### config.mk
export PLATFORM = sky130hd
export DESIGN_NAME = rgb_led_strip_bit_encoder_top_flat
export DESIGN_NICKNAME = d
export VERILOG_FILES = /design/src/sv/rlse_pkg.sv /design/src/sv/rlse_if.sv /design/src/sv/rlse_slot_seq.sv /design/src/sv/rlse_pixel_mem.sv /design/src/sv/rlse_duty_stage.sv /design/src/sv/rgb_led_strip_bit_encoder_top.sv /design/src/flat_wrapper.sv
export SDC_FILE = /design/constraint.sdc
export NUM_CORES = 1
export LEC_CHECK = 0
export BUFFER_PORTS_ARGS = -buffer_cell sky130_fd_sc_hd__buf_2
export CORE_ASPECT_RATIO = 1.5
export CORE_MARGIN = 1
export CORE_UTILIZATION = 35
export CTS_CLUSTER_SIZE = 8
export DETAILED_ROUTE_END_ITERATION = 10
export PLACE_DENSITY = 0.52
export SLEW_MARGIN = 20
export SYNTH_ARGS = -nofsm -noshare
export SYNTH_HDL_FRONTEND = slang
export SYNTH_HIERARCHICAL = 1
export SYNTH_SLANG_ARGS = --single-unit
### constraint.sdc
create_clock -name clk -period 5.9 [get_ports clk]
set_clock_uncertainty 0.2 [all_clocks]
set_input_delay 0.885 -clock clk [delete_from_list [all_inputs] [get_ports clk]]
set_output_delay 0.885 -clock clk [all_outputs]
set_load 0.03 [all_outputs]
### src/sv/rlse_pkg.sv
`timescale 1ns / 1ps
`default_nettype none
// ----------------------------------------------------------------------------
// LED line encoder package
// Register indexes, reset values, item codes and the types shared between
// the sequencer, the duty stage and the top level.
// ----------------------------------------------------------------------------
package rlse_pkg;

  // Item codes
  localparam logic CMD_WRITE = 1'b0;
  localparam logic CMD_TICK  = 1'b1;

  // Configuration register indexes
  localparam logic [1:0] REG_HIGH_DUTY   = 2'd0;
  localparam logic [1:0] REG_LOW_DUTY    = 2'd1;
  localparam logic [1:0] REG_RESET_SLOTS = 2'd2;
  localparam logic [1:0] REG_PIXEL_COUNT = 2'd3;

  // Register reset values
  localparam logic [7:0] HIGH_DUTY_RST   = 8'd47;
  localparam logic [7:0] LOW_DUTY_RST    = 8'd25;
  localparam logic [7:0] RESET_SLOTS_RST = 8'd66;
  localparam logic [3:0] PIXEL_COUNT_RST = 4'd8;

  // 32 slots per pixel: 24 colour bits then 8 slots sent as zero bits
  localparam int SLOT_SHIFT = 5;
  localparam logic [4:0] LAST_COLOUR_BIT = 5'd23;

  // Decoded slot, passed from the sequencer to the duty stage
  typedef struct packed {
    logic       is_reset;
    logic       colour;
    logic [4:0] bit_sel;
    logic       frame_end;
  } slot_info_t;

  // Duty compare values
  typedef struct packed {
    logic [7:0] high_duty;
    logic [7:0] low_duty;
  } duty_cfg_t;

endpackage
`default_nettype wire

### src/sv/rlse_if.sv
`timescale 1ns / 1ps
`default_nettype none
// ----------------------------------------------------------------------------
// LED line encoder channels
// Input beat channel (pixel writes and ticks) and output beat channel
// (one compare value per slot), each with valid/ready.
// ----------------------------------------------------------------------------
interface rlse_in_if;
  logic       valid;
  logic       ready;
  logic       cmd;
  logic [2:0] pixel_index;
  logic [7:0] red;
  logic [7:0] green;
  logic [7:0] blue;

  modport source (output valid, cmd, pixel_index, red, green, blue, input ready);
  modport sink   (input valid, cmd, pixel_index, red, green, blue, output ready);
endinterface

interface rlse_out_if;
  logic       valid;
  logic       ready;
  logic [7:0] duty;
  logic       frame_end;

  modport source (output valid, duty, frame_end, input ready);
  modport sink   (input valid, duty, frame_end, output ready);
endinterface
`default_nettype wire

### src/sv/rlse_slot_seq.sv
`timescale 1ns / 1ps
`default_nettype none
// ----------------------------------------------------------------------------
// Slot sequencer
// Holds the slot position within the frame, wraps it at the frame length
// and decodes the current slot into a pixel address and a bit select.
// ----------------------------------------------------------------------------
module rlse_slot_seq
  import rlse_pkg::*;
#(
  parameter int NUM_PIXELS = 8,
  parameter int POS_W      = 9,
  parameter int PIX_W      = 3
) (
  input  wire logic             clk,
  input  wire logic             rst,
  input  wire logic             tick,
  input  wire logic [7:0]       reset_slots,
  input  wire logic [3:0]       pixel_count,
  output      slot_info_t       info,
  output      logic [PIX_W-1:0] pix_addr
);

  logic [POS_W-1:0] pos;
  logic [POS_W-1:0] pos_next;
  logic [POS_W-1:0] active;
  logic [POS_W-1:0] frame_len;
  logic [POS_W-1:0] cur;
  logic [POS_W-1:0] gap;
  logic [POS_W-1:0] q;
  logic             last;

  // Clamp the pixel count and work out the frame length
  always_comb begin
    if (pixel_count == 4'd0) begin
      active = POS_W'(1);
    end else if (32'(pixel_count) > NUM_PIXELS) begin
      active = POS_W'(NUM_PIXELS);
    end else begin
      active = POS_W'(pixel_count);
    end
    gap       = POS_W'(reset_slots);
    frame_len = gap + (active << SLOT_SHIFT);
  end

  // Restart a frame that was shortened, find the last slot, decode the slot
  always_comb begin
    cur            = (pos >= frame_len) ? '0 : pos;
    last           = ((cur + POS_W'(1)) == frame_len);
    pos_next       = last ? '0 : cur + POS_W'(1);
    q              = cur - gap;
    info.is_reset  = (cur < gap);
    info.colour    = (q[4:3] != 2'b11);
    info.bit_sel   = q[4:0];
    info.frame_end = last;
    pix_addr       = info.is_reset ? '0 : q[SLOT_SHIFT +: PIX_W];
  end

  // Advance one slot per tick
  always_ff @(posedge clk) begin
    if (rst) begin
      pos <= '0;
    end else if (tick) begin
      pos <= pos_next;
    end
  end

endmodule
`default_nettype wire

### src/sv/rlse_pixel_mem.sv
`timescale 1ns / 1ps
`default_nettype none
// ----------------------------------------------------------------------------
// Pixel memory
// Green, red and blue bytes of each pixel, one write and one registered read
// per cycle. A per-entry valid bit makes unwritten pixels read as black.
// ----------------------------------------------------------------------------
module rlse_pixel_mem #(
  parameter int NUM_PIXELS = 8,
  parameter int PIX_W      = 3
) (
  input  wire logic             clk,
  input  wire logic             rst,
  input  wire logic             wr_en,
  input  wire logic [PIX_W-1:0] wr_addr,
  input  wire logic [23:0]      wr_data,
  input  wire logic             rd_en,
  input  wire logic [PIX_W-1:0] rd_addr,
  output      logic [23:0]      rd_data
);

  logic [23:0]           mem [NUM_PIXELS];
  logic [NUM_PIXELS-1:0] written;
  logic [23:0]           rdata;
  logic                  rvalid;

  // Store the colour and register the read word
  always_ff @(posedge clk) begin
    if (wr_en) begin
      mem[wr_addr] <= wr_data;
    end
    if (rd_en) begin
      rdata <= mem[rd_addr];
    end
  end

  // Track written entries; reset makes every pixel black
  always_ff @(posedge clk) begin
    if (rst) begin
      written <= '0;
      rvalid  <= 1'b0;
    end else begin
      if (wr_en) begin
        written[wr_addr] <= 1'b1;
      end
      if (rd_en) begin
        rvalid <= written[rd_addr];
      end
    end
  end

  assign rd_data = rvalid ? rdata : 24'd0;

endmodule
`default_nettype wire

### src/sv/rlse_duty_stage.sv
`timescale 1ns / 1ps
`default_nettype none
// ----------------------------------------------------------------------------
// Duty stage
// Holds the decoded slot while the pixel word is read, picks the compare
// value and loads it into the output register.
// ----------------------------------------------------------------------------
module rlse_duty_stage
  import rlse_pkg::*;
(
  input  wire logic        clk,
  input  wire logic        rst,
  input  wire logic        tick,
  input  wire slot_info_t  info,
  input  wire logic [23:0] pix_data,
  input  wire duty_cfg_t   duty_cfg,
  output      logic        can_accept,
  rlse_out_if.source       slot_out
);

  slot_info_t s1_info;
  logic       s1_valid;
  logic       advance;
  logic [7:0] duty_next;
  logic       out_valid;
  logic [7:0] out_duty;
  logic       out_frame_end;

  assign advance    = s1_valid && (!out_valid || slot_out.ready);
  assign can_accept = !s1_valid || advance;

  // Hold the decoded slot while the memory read completes
  always_ff @(posedge clk) begin
    if (rst) begin
      s1_valid <= 1'b0;
    end else if (tick) begin
      s1_valid <= 1'b1;
    end else if (advance) begin
      s1_valid <= 1'b0;
    end
  end

  always_ff @(posedge clk) begin
    if (tick) begin
      s1_info <= info;
    end
  end

  // Pick the compare value for this slot
  always_comb begin
    if (s1_info.is_reset) begin
      duty_next = 8'd0;
    end else if (s1_info.colour && pix_data[LAST_COLOUR_BIT - s1_info.bit_sel]) begin
      duty_next = duty_cfg.high_duty;
    end else begin
      duty_next = duty_cfg.low_duty;
    end
  end

  // Output register: load on advance, drop when taken
  always_ff @(posedge clk) begin
    if (rst) begin
      out_valid <= 1'b0;
    end else if (advance) begin
      out_valid <= 1'b1;
    end else if (slot_out.ready) begin
      out_valid <= 1'b0;
    end
  end

  always_ff @(posedge clk) begin
    if (advance) begin
      out_duty      <= duty_next;
      out_frame_end <= s1_info.frame_end;
    end
  end

  assign slot_out.valid     = out_valid;
  assign slot_out.duty      = out_duty;
  assign slot_out.frame_end = out_frame_end;

endmodule
`default_nettype wire

### src/sv/rgb_led_strip_bit_encoder_top.sv
`timescale 1ns / 1ps
`default_nettype none
// ----------------------------------------------------------------------------
// RGB LED strip bit encoder
// Turns a pixel memory into a looping stream of PWM compare values, one per
// LED bit period: a latch gap of reset_slots slots, then 32 slots per pixel.
// ----------------------------------------------------------------------------
// Usage:
//   pixel_in carries beats of two kinds. cmd = write stores green, red and
//   blue for pixel_index (indexes beyond the memory are dropped) and yields
//   nothing. cmd = tick yields exactly one beat on slot_out: the compare
//   value of the next slot and a frame_end flag on the last slot of a frame.
//   Ticks and writes are taken in any mix, one beat per cycle while
//   pixel_in.ready is high. A tick taken passes through the registered
//   pixel memory read and then the output register before its result
//   shows on slot_out. Throughput is one beat per cycle while unstalled.
//   Registers are written through cfg_we / cfg_index / cfg_data; the user
//   must write them only while no beat is in flight (not enforced).
//   Reset clears the slot position to the frame start, makes every pixel
//   black at once and restores the register defaults; no sweep is needed.
//   When slot_out stalls, the output register holds its beat and one more
//   tick is taken into the read stage; pixel_in.ready then drops until the
//   output register is freed.
// ----------------------------------------------------------------------------
module rgb_led_strip_bit_encoder_top
  import rlse_pkg::*;
#(
  parameter int NUM_PIXELS = 8
) (
  input  wire logic       clk,
  input  wire logic       rst,
  rlse_in_if.sink         pixel_in,
  rlse_out_if.source      slot_out,
  input  wire logic       cfg_we,
  input  wire logic [1:0] cfg_index,
  input  wire logic [7:0] cfg_data
);

  localparam int POS_W = $clog2(255 + 32 * NUM_PIXELS + 1);
  localparam int PIX_W = (NUM_PIXELS > 1) ? $clog2(NUM_PIXELS) : 1;

  logic [7:0]       high_duty;
  logic [7:0]       low_duty;
  logic [7:0]       reset_slots;
  logic [3:0]       pixel_count;
  duty_cfg_t        duty_cfg;
  slot_info_t       info;
  logic [PIX_W-1:0] pix_addr;
  logic [23:0]      pix_data;
  logic             can_accept;
  logic             accept;
  logic             tick;
  logic             wr_en;

  // Configuration registers
  always_ff @(posedge clk) begin
    if (rst) begin
      high_duty   <= HIGH_DUTY_RST;
      low_duty    <= LOW_DUTY_RST;
      reset_slots <= RESET_SLOTS_RST;
      pixel_count <= PIXEL_COUNT_RST;
    end else if (cfg_we) begin
      case (cfg_index)
        REG_HIGH_DUTY:   high_duty   <= cfg_data;
        REG_LOW_DUTY:    low_duty    <= cfg_data;
        REG_RESET_SLOTS: reset_slots <= cfg_data;
        REG_PIXEL_COUNT: pixel_count <= cfg_data[3:0];
        default: ;
      endcase
    end
  end

  assign duty_cfg.high_duty = high_duty;
  assign duty_cfg.low_duty  = low_duty;

  // Decode the input beat
  assign pixel_in.ready = can_accept;
  assign accept = pixel_in.valid && can_accept;
  assign tick   = accept && (pixel_in.cmd == CMD_TICK);
  assign wr_en  = accept && (pixel_in.cmd == CMD_WRITE)
                  && (32'(pixel_in.pixel_index) < NUM_PIXELS);

  rlse_slot_seq #(
    .NUM_PIXELS (NUM_PIXELS),
    .POS_W      (POS_W),
    .PIX_W      (PIX_W)
  ) u_seq (
    .clk         (clk),
    .rst         (rst),
    .tick        (tick),
    .reset_slots (reset_slots),
    .pixel_count (pixel_count),
    .info        (info),
    .pix_addr    (pix_addr)
  );

  rlse_pixel_mem #(
    .NUM_PIXELS (NUM_PIXELS),
    .PIX_W      (PIX_W)
  ) u_mem (
    .clk     (clk),
    .rst     (rst),
    .wr_en   (wr_en),
    .wr_addr (PIX_W'(pixel_in.pixel_index)),
    .wr_data ({pixel_in.green, pixel_in.red, pixel_in.blue}),
    .rd_en   (tick),
    .rd_addr (pix_addr),
    .rd_data (pix_data)
  );

  rlse_duty_stage u_duty (
    .clk        (clk),
    .rst        (rst),
    .tick       (tick),
    .info       (info),
    .pix_data   (pix_data),
    .duty_cfg   (duty_cfg),
    .can_accept (can_accept),
    .slot_out   (slot_out)
  );

endmodule
`default_nettype wire

### src/flat_wrapper.sv
// flat-port wrapper written by rule: the top's interface ports become plain ports
module rgb_led_strip_bit_encoder_top_flat import rlse_pkg::*;
#(
  parameter int NUM_PIXELS = 8
)
  (clk, rst, cfg_we, cfg_index, cfg_data, pixel_in_valid, pixel_in_cmd, pixel_in_pixel_index, pixel_in_red, pixel_in_green, pixel_in_blue, pixel_in_ready, slot_out_valid, slot_out_duty, slot_out_frame_end, slot_out_ready);
  rlse_in_if pixel_in_i ();
  rlse_out_if slot_out_i ();
  input  wire logic clk;
  input  wire logic rst;
  input  wire logic cfg_we;
  input  wire logic [1:0] cfg_index;
  input  wire logic [7:0] cfg_data;
  input wire logic [$bits(pixel_in_i.valid)-1:0] pixel_in_valid;
  input wire logic [$bits(pixel_in_i.cmd)-1:0] pixel_in_cmd;
  input wire logic [$bits(pixel_in_i.pixel_index)-1:0] pixel_in_pixel_index;
  input wire logic [$bits(pixel_in_i.red)-1:0] pixel_in_red;
  input wire logic [$bits(pixel_in_i.green)-1:0] pixel_in_green;
  input wire logic [$bits(pixel_in_i.blue)-1:0] pixel_in_blue;
  output wire logic [$bits(pixel_in_i.ready)-1:0] pixel_in_ready;
  output wire logic [$bits(slot_out_i.valid)-1:0] slot_out_valid;
  output wire logic [$bits(slot_out_i.duty)-1:0] slot_out_duty;
  output wire logic [$bits(slot_out_i.frame_end)-1:0] slot_out_frame_end;
  input wire logic [$bits(slot_out_i.ready)-1:0] slot_out_ready;
  assign pixel_in_i.valid = pixel_in_valid;
  assign pixel_in_i.cmd = pixel_in_cmd;
  assign pixel_in_i.pixel_index = pixel_in_pixel_index;
  assign pixel_in_i.red = pixel_in_red;
  assign pixel_in_i.green = pixel_in_green;
  assign pixel_in_i.blue = pixel_in_blue;
  assign pixel_in_ready = pixel_in_i.ready;
  assign slot_out_valid = slot_out_i.valid;
  assign slot_out_duty = slot_out_i.duty;
  assign slot_out_frame_end = slot_out_i.frame_end;
  assign slot_out_i.ready = slot_out_ready;
  rgb_led_strip_bit_encoder_top #(.NUM_PIXELS(NUM_PIXELS)) u_core (.clk(clk), .rst(rst), .pixel_in(pixel_in_i), .slot_out(slot_out_i), .cfg_we(cfg_we), .cfg_index(cfg_index), .cfg_data(cfg_data));
endmodule
==> results of run 1 <==
-- power by group --
part / total [mW] / switching (mW) / internal [mW]
sequential: 2.22 / 0.0229 / 2.20
combinational: 0.167 / 0.0994 / 0.0676
clock: 2.10 / 0.835 / 1.27
total: 4.49 / 0.957 / 3.54
-- logic make-up (layout without fill, tap and decap cells) --
family / Yosys count / count (layout) / share of synthesized area
flops: 281 / 281 / 0.6494
xor+xnor: 11 / 11 / 0.007863
buf+inv: 54 / 163 / 0.02379
simple gates: 198 / 198 / 0.09109
other cells: 0 / 1 / 0
compound gates: 67 / 67 / 0.04115
mux: 123 / 123 / 0.1609
fa+ha+maj: 24 / 24 / 0.02573
-- cell usage after synthesis (3+ instances only) --
cell type	count	area [sq um]
a21o_1	7	52.55
nor3b_1	3	22.52
buf_4	3	22.52
edfxtp_1	233	6997
and3_1	7	43.79
a21oi_1	20	100.1
mux2_2	26	292.8
inv_1	24	90.09
nor2b_1	6	37.54
o21ai_0	8	40.04
mux2i_1	44	440.4
o211ai_1	3	22.52
and2_1	25	156.4
buf_6	7	78.83
o21bai_1	3	22.52
o21ba_2	3	30.03
mux4_1	12	315.3
nand4_1	7	43.79
dfxtp_1	48	960.9
a31oi_1	3	18.77
ha_1	22	275.3
nor2_1	48	180.2
xnor2_1	9	78.83
buf_2	7	35.03
nand3_1	6	30.03
nand2b_1	45	281.5
nand3b_1	3	22.52
nand2_1	22	82.58
clkbuf_1	10	37.54
or2_2	3	18.77
nor3_1	5	25.02
and3b_1	3	26.28
mux4_2	41	923.4
-- registers in the layout, summed over array words and instances (netlist names) --
signal / count
u_core/high_duty: 8
u_core/low_duty: 8
u_core/pixel_count: 4
u_core/reset_slots: 8
u_core/u_duty/s1_info: 8
u_core/u_duty/s1_valid: 1
u_core/u_duty/slot_out.duty: 8
u_core/u_duty/slot_out.frame_end: 1
u_core/u_duty/slot_out.valid: 1
u_core/u_mem/mem: 192
u_core/u_mem/rdata: 24
u_core/u_mem/rvalid: 1
u_core/u_mem/written: 8
u_core/u_seq/pos: 9
-- cells in the final DEF, fill, tap and decap left out, types with 24 or more instances in the layout --
cell / count
and2_1: 25
buf_2: 53
clkbuf_16: 43
dfxtp_1: 47
edfxtp_1: 233
inv_1: 24
mux2_2: 26
mux2i_1: 44
mux4_2: 41
nand2b_1: 45
nor2_1: 44
-- worst min-delay path by stage --
stage,slack (ns),startpoint,end,cells past startpoint
after floorplan,0.20,u_core/u_duty/s1_info[0],u_core/u_duty/slot_out.frame_end,0
after global placement,0.25,u_core/u_mem/written[5],u_core/u_mem/written[5],2
after detailed placement,0.26,u_core/u_mem/written[2],u_core/u_mem/written[2],2
after CTS,0.27,u_core/u_mem/written[2],u_core/u_mem/written[2],2
after global routing,0.29,u_core/u_duty/s1_info[0],u_core/u_duty/slot_out.frame_end,0
final,0.27,u_core/u_mem/written[0],u_core/u_mem/written[0],2
-- repair_timing --
action,CTS,global route
gates resized for setup,0,3
setup endpoints to repair,0,26
hold endpoints to repair,0,0
setup buffers,0,4
-- per-stage QoR --
stage | instances | hold slack, ns | total power [mW] | util | instance area (sq um)
floorplan | 758 | 0.2003 | 2.352 | - | 12250
global placement | 1269 | 0.2495 | 2.427 | 0.3830 | 13160
detailed placement | 1270 | 0.2623 | 2.429 | 0.3832 | 13170
CTS | 1328 | 0.2738 | 4.558 | 0.4166 | 14320
global route | 1334 | 0.2921 | 4.649 | 0.4190 | 14400
finish | 1335 | 0.2718 | 4.493 | 0.4191 | 14410
-- cell type report --
cell class              instances  area (sq um)
fillers                      3122         19970
flip-flops and latches        281          7959
multi-input cells             423          4071
clock buffers                  54          1075
well taps                     467         584.3
repair buffers                 81         548.0
inverters                      24         90.09
clock inverters                 4         75.07
diodes                          1         2.502
-- worst max-delay path: stages, from the launching register on --
cell and delay (ns):
dfxtp_1 0.32, nor2b_1 0.13, ha_1 0.32, a21oi_1 0.20
a21boi_1 0.14, or2_2 0.31, ha_1 0.31, nand4_1 0.12
nor2_1 0.07, a21o_1 0.20, nor2_1 0.23, nand2_1 0.12
ha_1 0.22, inv_1 0.06, a21oi_1 0.06, o21ai_1 0.20
a21oi_1 0.10, o21bai_1 0.21, a31oi_1 0.15, o21a_1 0.27
nor2_4 0.13, buf_4 0.13, buf_12 0.17, mux4_1 0.56
mux2_2 0.27
-- layer usage --
metal,part of all wire,GRT usage
met1,0.40,0.1755
met2,0.54,0.2889
met3,0.035,0.02823
met4,0.026,0.05693
met5,0.00085,0
==> key figures, run 1 <==
Outcome
  • Run status: completed

Floorplanning
  • Initial core utilization: 0.3565
  • I/O pin cnt: between 50 and 60
  • Die Span Y: around 230 um
  • Die area: about 36000 sq um
  • Core footprint: approximately 34000 sq um
  • Cell Rows: slightly above 80
  • Width of the die: about 150 um

Route
  • Vias/cell: between 4 and 5
  • Post-route ant nets: 0
  • Drt total wl: around 27000 um
  • First-pass iteration count of the detailed router: 4
  • Via count: approximately 6.7k
  • DR iter-0 viols: 257
  • DRC: 0
  • WL per Instance: approximately 20 um

CTS
  • Clock Pin Slew Worst Setup and Hold Paths: approximately 0.06 ns
  • CTS Sinks: approximately 280
  • H-tree depth: 2
  • Clock latency on the worst-skew pair: ~0.55 ns
  • Root Buffer: clkbuf_16
  • Cts-stage hold buffer count: 0
  • CTS buffer count: just over 40
  • Clk buf depth: 3
  • TritonCTS clock tree: built

Setup path
  • Setup crit end kind: flip-flop
  • Worst setup SP type: flip-flop
  • Worst setup path end: u_core/u_mem/rdata[21]
  • Arrival time worst endpoint: approximately 5.6 ns
  • R2R Path End: u_core/u_mem/rdata[21]
  • R2r worst-path depth: 24
  • Worst r2r src: u_core/pixel_count[2]
  • Crit path from: u_core/pixel_count[2]
  • Crit-path max FO: 15
  • Kind of critical path: flip-flop to flip-flop
  • Required time of the critical path: about 6 ns
  • Flop-to-flop setup slack: between 0.4 and 0.5 ns

Pwr
  • Cell Pwr Density: a little over 300 nW/um^2
  • P_leak: 4.999 nW
  • Worst vdd ir: 0.1934 mV

Global route
  • Largest net degree at the start of global routing: 50
  • First-pass GRT wire length: between 40000 and 50000 um
  • GRT overflow: 0
  • Gr usage total: 0.1553
  • Initial antenna violation count: 3
  • Number of global-route vias before repair: 6986

Synth
  • Synth cell types: 66
  • Synth Instances: 758
  • Syn_area_per_cell: about 16 sq um
  • EDFF count, synth: 233
  • Number of synthesized register bits: 281
  • Ys flop type: edfxtp_1
  • Syn nets: 825
  • Synthesized cell area: roughly 12000 sq um
  • Post-synthesis async set-or-reset flop share: 0
  • Sequential share of the synthesized area: 0.6494
  • Yosys synthesis warning count: 6

STA
  • Final WS setup: roughly 0.4 ns
  • Max Slew Vio Count: 0
  • Final critical-path share of the clock period: 0.9303
  • FMAX: around 180 MHz
  • Fin crit period: approximately 5.5 ns
  • Rel. slew slack: 0.3682
  • Final Setup Violations: 0
  • Worst slew pin tran: around 0.95 ns
  • Hold Violations, Final: 0
  • RSZ-0062 raised after global routing: no
  • Setup TNS Final: 0 ns

Placed design
  • Setup WS pre-CTS: roughly 0.15 ns
  • Port bufs: 53
  • Final HPWL DP: about 16000 um
  • Final RePlAce weighted congestion: 0.7944

Job
  • Max-cap violations: 0

Final layout
  • Layout cell share with drive strength beyond 1: 0.2549
  • Area Overhead vs Synth: 17.56%
  • Final #Nets: between 900 and 1k

Hold path
  • Worst Hold Class: flip-flop to flip-flop
Power figures use the tool's default switching activity.
==> run 2, diff against run 1 <==
--- a/config.mk
+++ b/config.mk
@@ -8,10 +8,11 @@
 export BUFFER_PORTS_ARGS = -buffer_cell sky130_fd_sc_hd__buf_2
 export CORE_ASPECT_RATIO = 1.5
 export CORE_MARGIN = 1
-export CORE_UTILIZATION = 35
+export CORE_UTILIZATION = 25
 export CTS_CLUSTER_SIZE = 8
 export DETAILED_ROUTE_END_ITERATION = 10
-export PLACE_DENSITY = 0.52
+export PLACE_DENSITY = 0.41
+export REMOVE_ABC_BUFFERS = 1
 export SLEW_MARGIN = 20
 export SYNTH_ARGS = -nofsm -noshare
 export SYNTH_HDL_FRONTEND = slang
==> run 2 against run 1 <==
  * Critical path depth unchanged
  * Sequential share of layout area decreased by 1.1 points
  * Via count about the same
  * Sequential power about the same
  * Combinational power about the same
  * Worst setup slack got worse by 0.050 ns
  * First-iteration DRC count decreased by 24%
  * Largest power group unchanged
==> key figures, run 2 (same netlist as run 1, synthesis figures left out) <==
STA
  • Final Setup Violations: 0
  • Rel. slew slack: 0.3523
  • FMAX: 180.6 MHz
  • Fin crit period: around 5.5 ns
  • Hold Violations, Final: 0
  • Max Slew Vio Count: 0
  • Worst slew pin tran: ~0.97 ns
  • RSZ-0062 raised after global routing: no
  • Final WS setup: 0.3618 ns
  • Final critical-path share of the clock period: 0.9387

Floorplanning
  • Die area: roughly 50000 sq um
  • Initial core utilization: 0.2523
  • Width of the die: between 150 and 200 um
  • Die Span Y: 273.1 um
  • Cell Rows: between 90 and 100
  • I/O pin cnt: 54
  • Core footprint: roughly 49000 sq um

CTS
  • CTS buffer count: 41
  • Root Buffer: clkbuf_16
  • H-tree depth: 2
  • Cts-stage hold buffer count: 0
  • Clock Pin Slew Worst Setup and Hold Paths: 0.05 ns
  • CTS Sinks: around 280
  • Clock latency on the worst-skew pair: about 0.54 ns
  • TritonCTS clock tree: built
  • Clk buf depth: 3

Placed design
  • Setup WS pre-CTS: between 0.03 and 0.04 ns
  • Final HPWL DP: between 15000 and 20000 um
  • Port bufs: 53
  • Final RePlAce weighted congestion: just under 0.8
  • Placed Instances: about 1.5k
  • Area post-placement: around 13000 sq um

Setup path
  • Worst r2r src: u_core/pixel_count[2]
  • CP cell instances: nor2b_1 -> ha_1 -> a21oi_1 -> a21boi_1 -> or2_2 -> ha_1 -> nand4_1 -> nor2_1 -> a21o_1 -> nor2_2 -> nand2_1 -> inv_1 -> ha_1 -> inv_1 -> o21ai_2 -> a21oi_1 -> o21bai_1 -> a31oi_1 -> o21a_1 -> nor2_4 -> buf_12 -> buf_4 -> mux4_1 -> mux2_2
  • Flop-to-flop setup slack: between 0.3 and 0.4 ns
  • Worst path max stage delay: ~0.55 ns
  • R2r worst-path depth: 24
  • Worst setup SP type: flip-flop
  • Cell mode on critical path: ha_1
  • R2R Path End: u_core/u_mem/rdata[18]
  • Worst setup path end: u_core/u_mem/rdata[18]
  • CP max stage cell: mux4_1
  • Arrival time worst endpoint: between 5 and 6 ns
  • Setup crit end kind: flip-flop
  • Crit path from: u_core/pixel_count[2]
  • Crit-path max FO: 16
  • Required time of the critical path: between 5 and 6 ns
  • Kind of critical path: flip-flop to flip-flop

Pwr
  • Switching pwr: just under 1 mW
  • Worst vdd ir: approximately 0.17 mV
  • P_leak: 5.013 nW
  • Portion of total power attributed to the clock network: 0.474
  • Sw frac: 0.2139
  • Cell Pwr Density: roughly 310 nW/um^2
  • Sequential share of power: 0.488
  • Combinational fraction of design power: 0.037
  • Int Power: 3.579 mW

Route
  • DRC: 0
  • DR iter-0 viols: slightly below 200
  • Drt total wl: approximately 29000 um
  • Via count: about 6.7k
  • WL per Instance: ~19 um
  • Vias/cell: roughly 4.3
  • Post-route ant nets: 0
  • First-pass iteration count of the detailed router: 4

Hold path
  • Worst Hold Class: flip-flop to flip-flop
  • Hold path depth: 2
  • Hold_sp: u_core/u_mem/written[2]

Final layout
  • Multi-input gate area: a little over 4000 sq um
  • Final #Nets: just over 900
  • Ant diodes: 0
  • Biggest register: u_core/u_mem/mem
  • Sequential Area: 7959 sq um
  • # fillers: 4891
  • Leading cell type in the layout, fill and taps excluded: edfxtp_1
  • Biggest registers after layout: u_core/u_mem/mem (192), u_core/u_mem/rdata (24), u_core/u_seq/pos (9)
  • Layout cell share with drive strength beyond 1: 0.2551
  • Most frequent cells in the layout: edfxtp_1 (233), buf_2 (53), dfxtp_1 (47), nand2b_1 (45), mux2i_1 (44)
  • Area Overhead vs Synth: 20.00%
  • Post-Layout Cell Count: ~1.5k
  • Design Area, Final: 14700 sq um
  • Max reg flops: 192

Job
  • Max-cap violations: 0

Outcome
  • Run status: completed

Global route
  • GRT overflow: 0
  • Largest net degree at the start of global routing: 50
  • First-pass GRT wire length: 44020 um
  • Initial antenna violation count: 1
  • Number of global-route vias before repair: just over 7k
  • Gr usage total: 0.1189
run 2: power groups by stage:
stage | combinational (mW) | clock (mW) | sequential [mW]
2_1_floorplan | 0.0897 | 0 | 2.26
6_report | 0.170 | 2.16 | 2.22
5_1_grt | 0.189 | 2.31 | 2.23
3_5_place_dp | 0.175 | 0 | 2.26
4_1_cts | 0.176 | 2.24 | 2.22
3_3_place_gp | 0.173 | 0 | 2.26
run 2: worst min-delay path by stage:
| stage | to |
|---|---|
| 2_1_floorplan | u_core/u_duty/slot_out.frame_end |
| 3_3_place_gp | u_core/u_mem/written[2] |
| 3_5_place_dp | u_core/u_mem/written[2] |
| 4_1_cts | u_core/u_mem/written[2] |
| 5_1_grt | u_core/high_duty[7] |
| 6_report | u_core/u_mem/written[2] |
run 2: area by class of cell:
type                       count  share of cell area
sequential                   281              0.5413
multi-input combinational    423              0.2777
clock buffer                  62             0.07658
tap                          656             0.05582
timing repair buffer          80             0.03778
inverter                      24            0.006127
clock inverter                 4            0.004765
run 2: what timing repair did:
action	4_1_cts	5_1_grt
setup buffers	0	1
endpoints found under the hold margin	0	0
resized for setup	0	5
setup endpoints to repair	0	27
run 2: stage by stage:
| stage | utilization | setup TNS, ns | hold WS, ns | power (mW) |
|---|---|---|---|---|
| 5_1_grt | 0.3028 | 0 | 0.2836 | 4.726 |
| 4_1_cts | 0.3025 | 0 | 0.2710 | 4.637 |
| 2_1_floorplan | - | -66.96 | 0.2003 | 2.345 |
| 3_3_place_gp | 0.2779 | 0 | 0.2502 | 2.435 |
| 3_5_place_dp | 0.2779 | 0 | 0.2588 | 2.437 |
| 6_report | 0.3028 | 0 | 0.2691 | 4.553 |
run 2: critical path: cells and delay by family (launching register included):
family / cells / cell delay (ns)
adders and majority gates: 3 / 0.90
AOI/OAI and AO/OA: 8 / 1.39
buffers and inverters: 4 / 0.49
DFF: 1 / 0.35
and+or+nand+nor: 7 / 1.15
muxes: 2 / 0.82
run 2: metal layers:
layer	share of wire	routed length, um	up-vias	track usage
met1	0.38	11050	3362	0.1231
met2	0.55	15960	111	0.2302
li1	-	-	3114	-
met3	0.033	949	64	0.02199
met5	0.00045	13	-	0
met4	0.033	952	2	0.05108
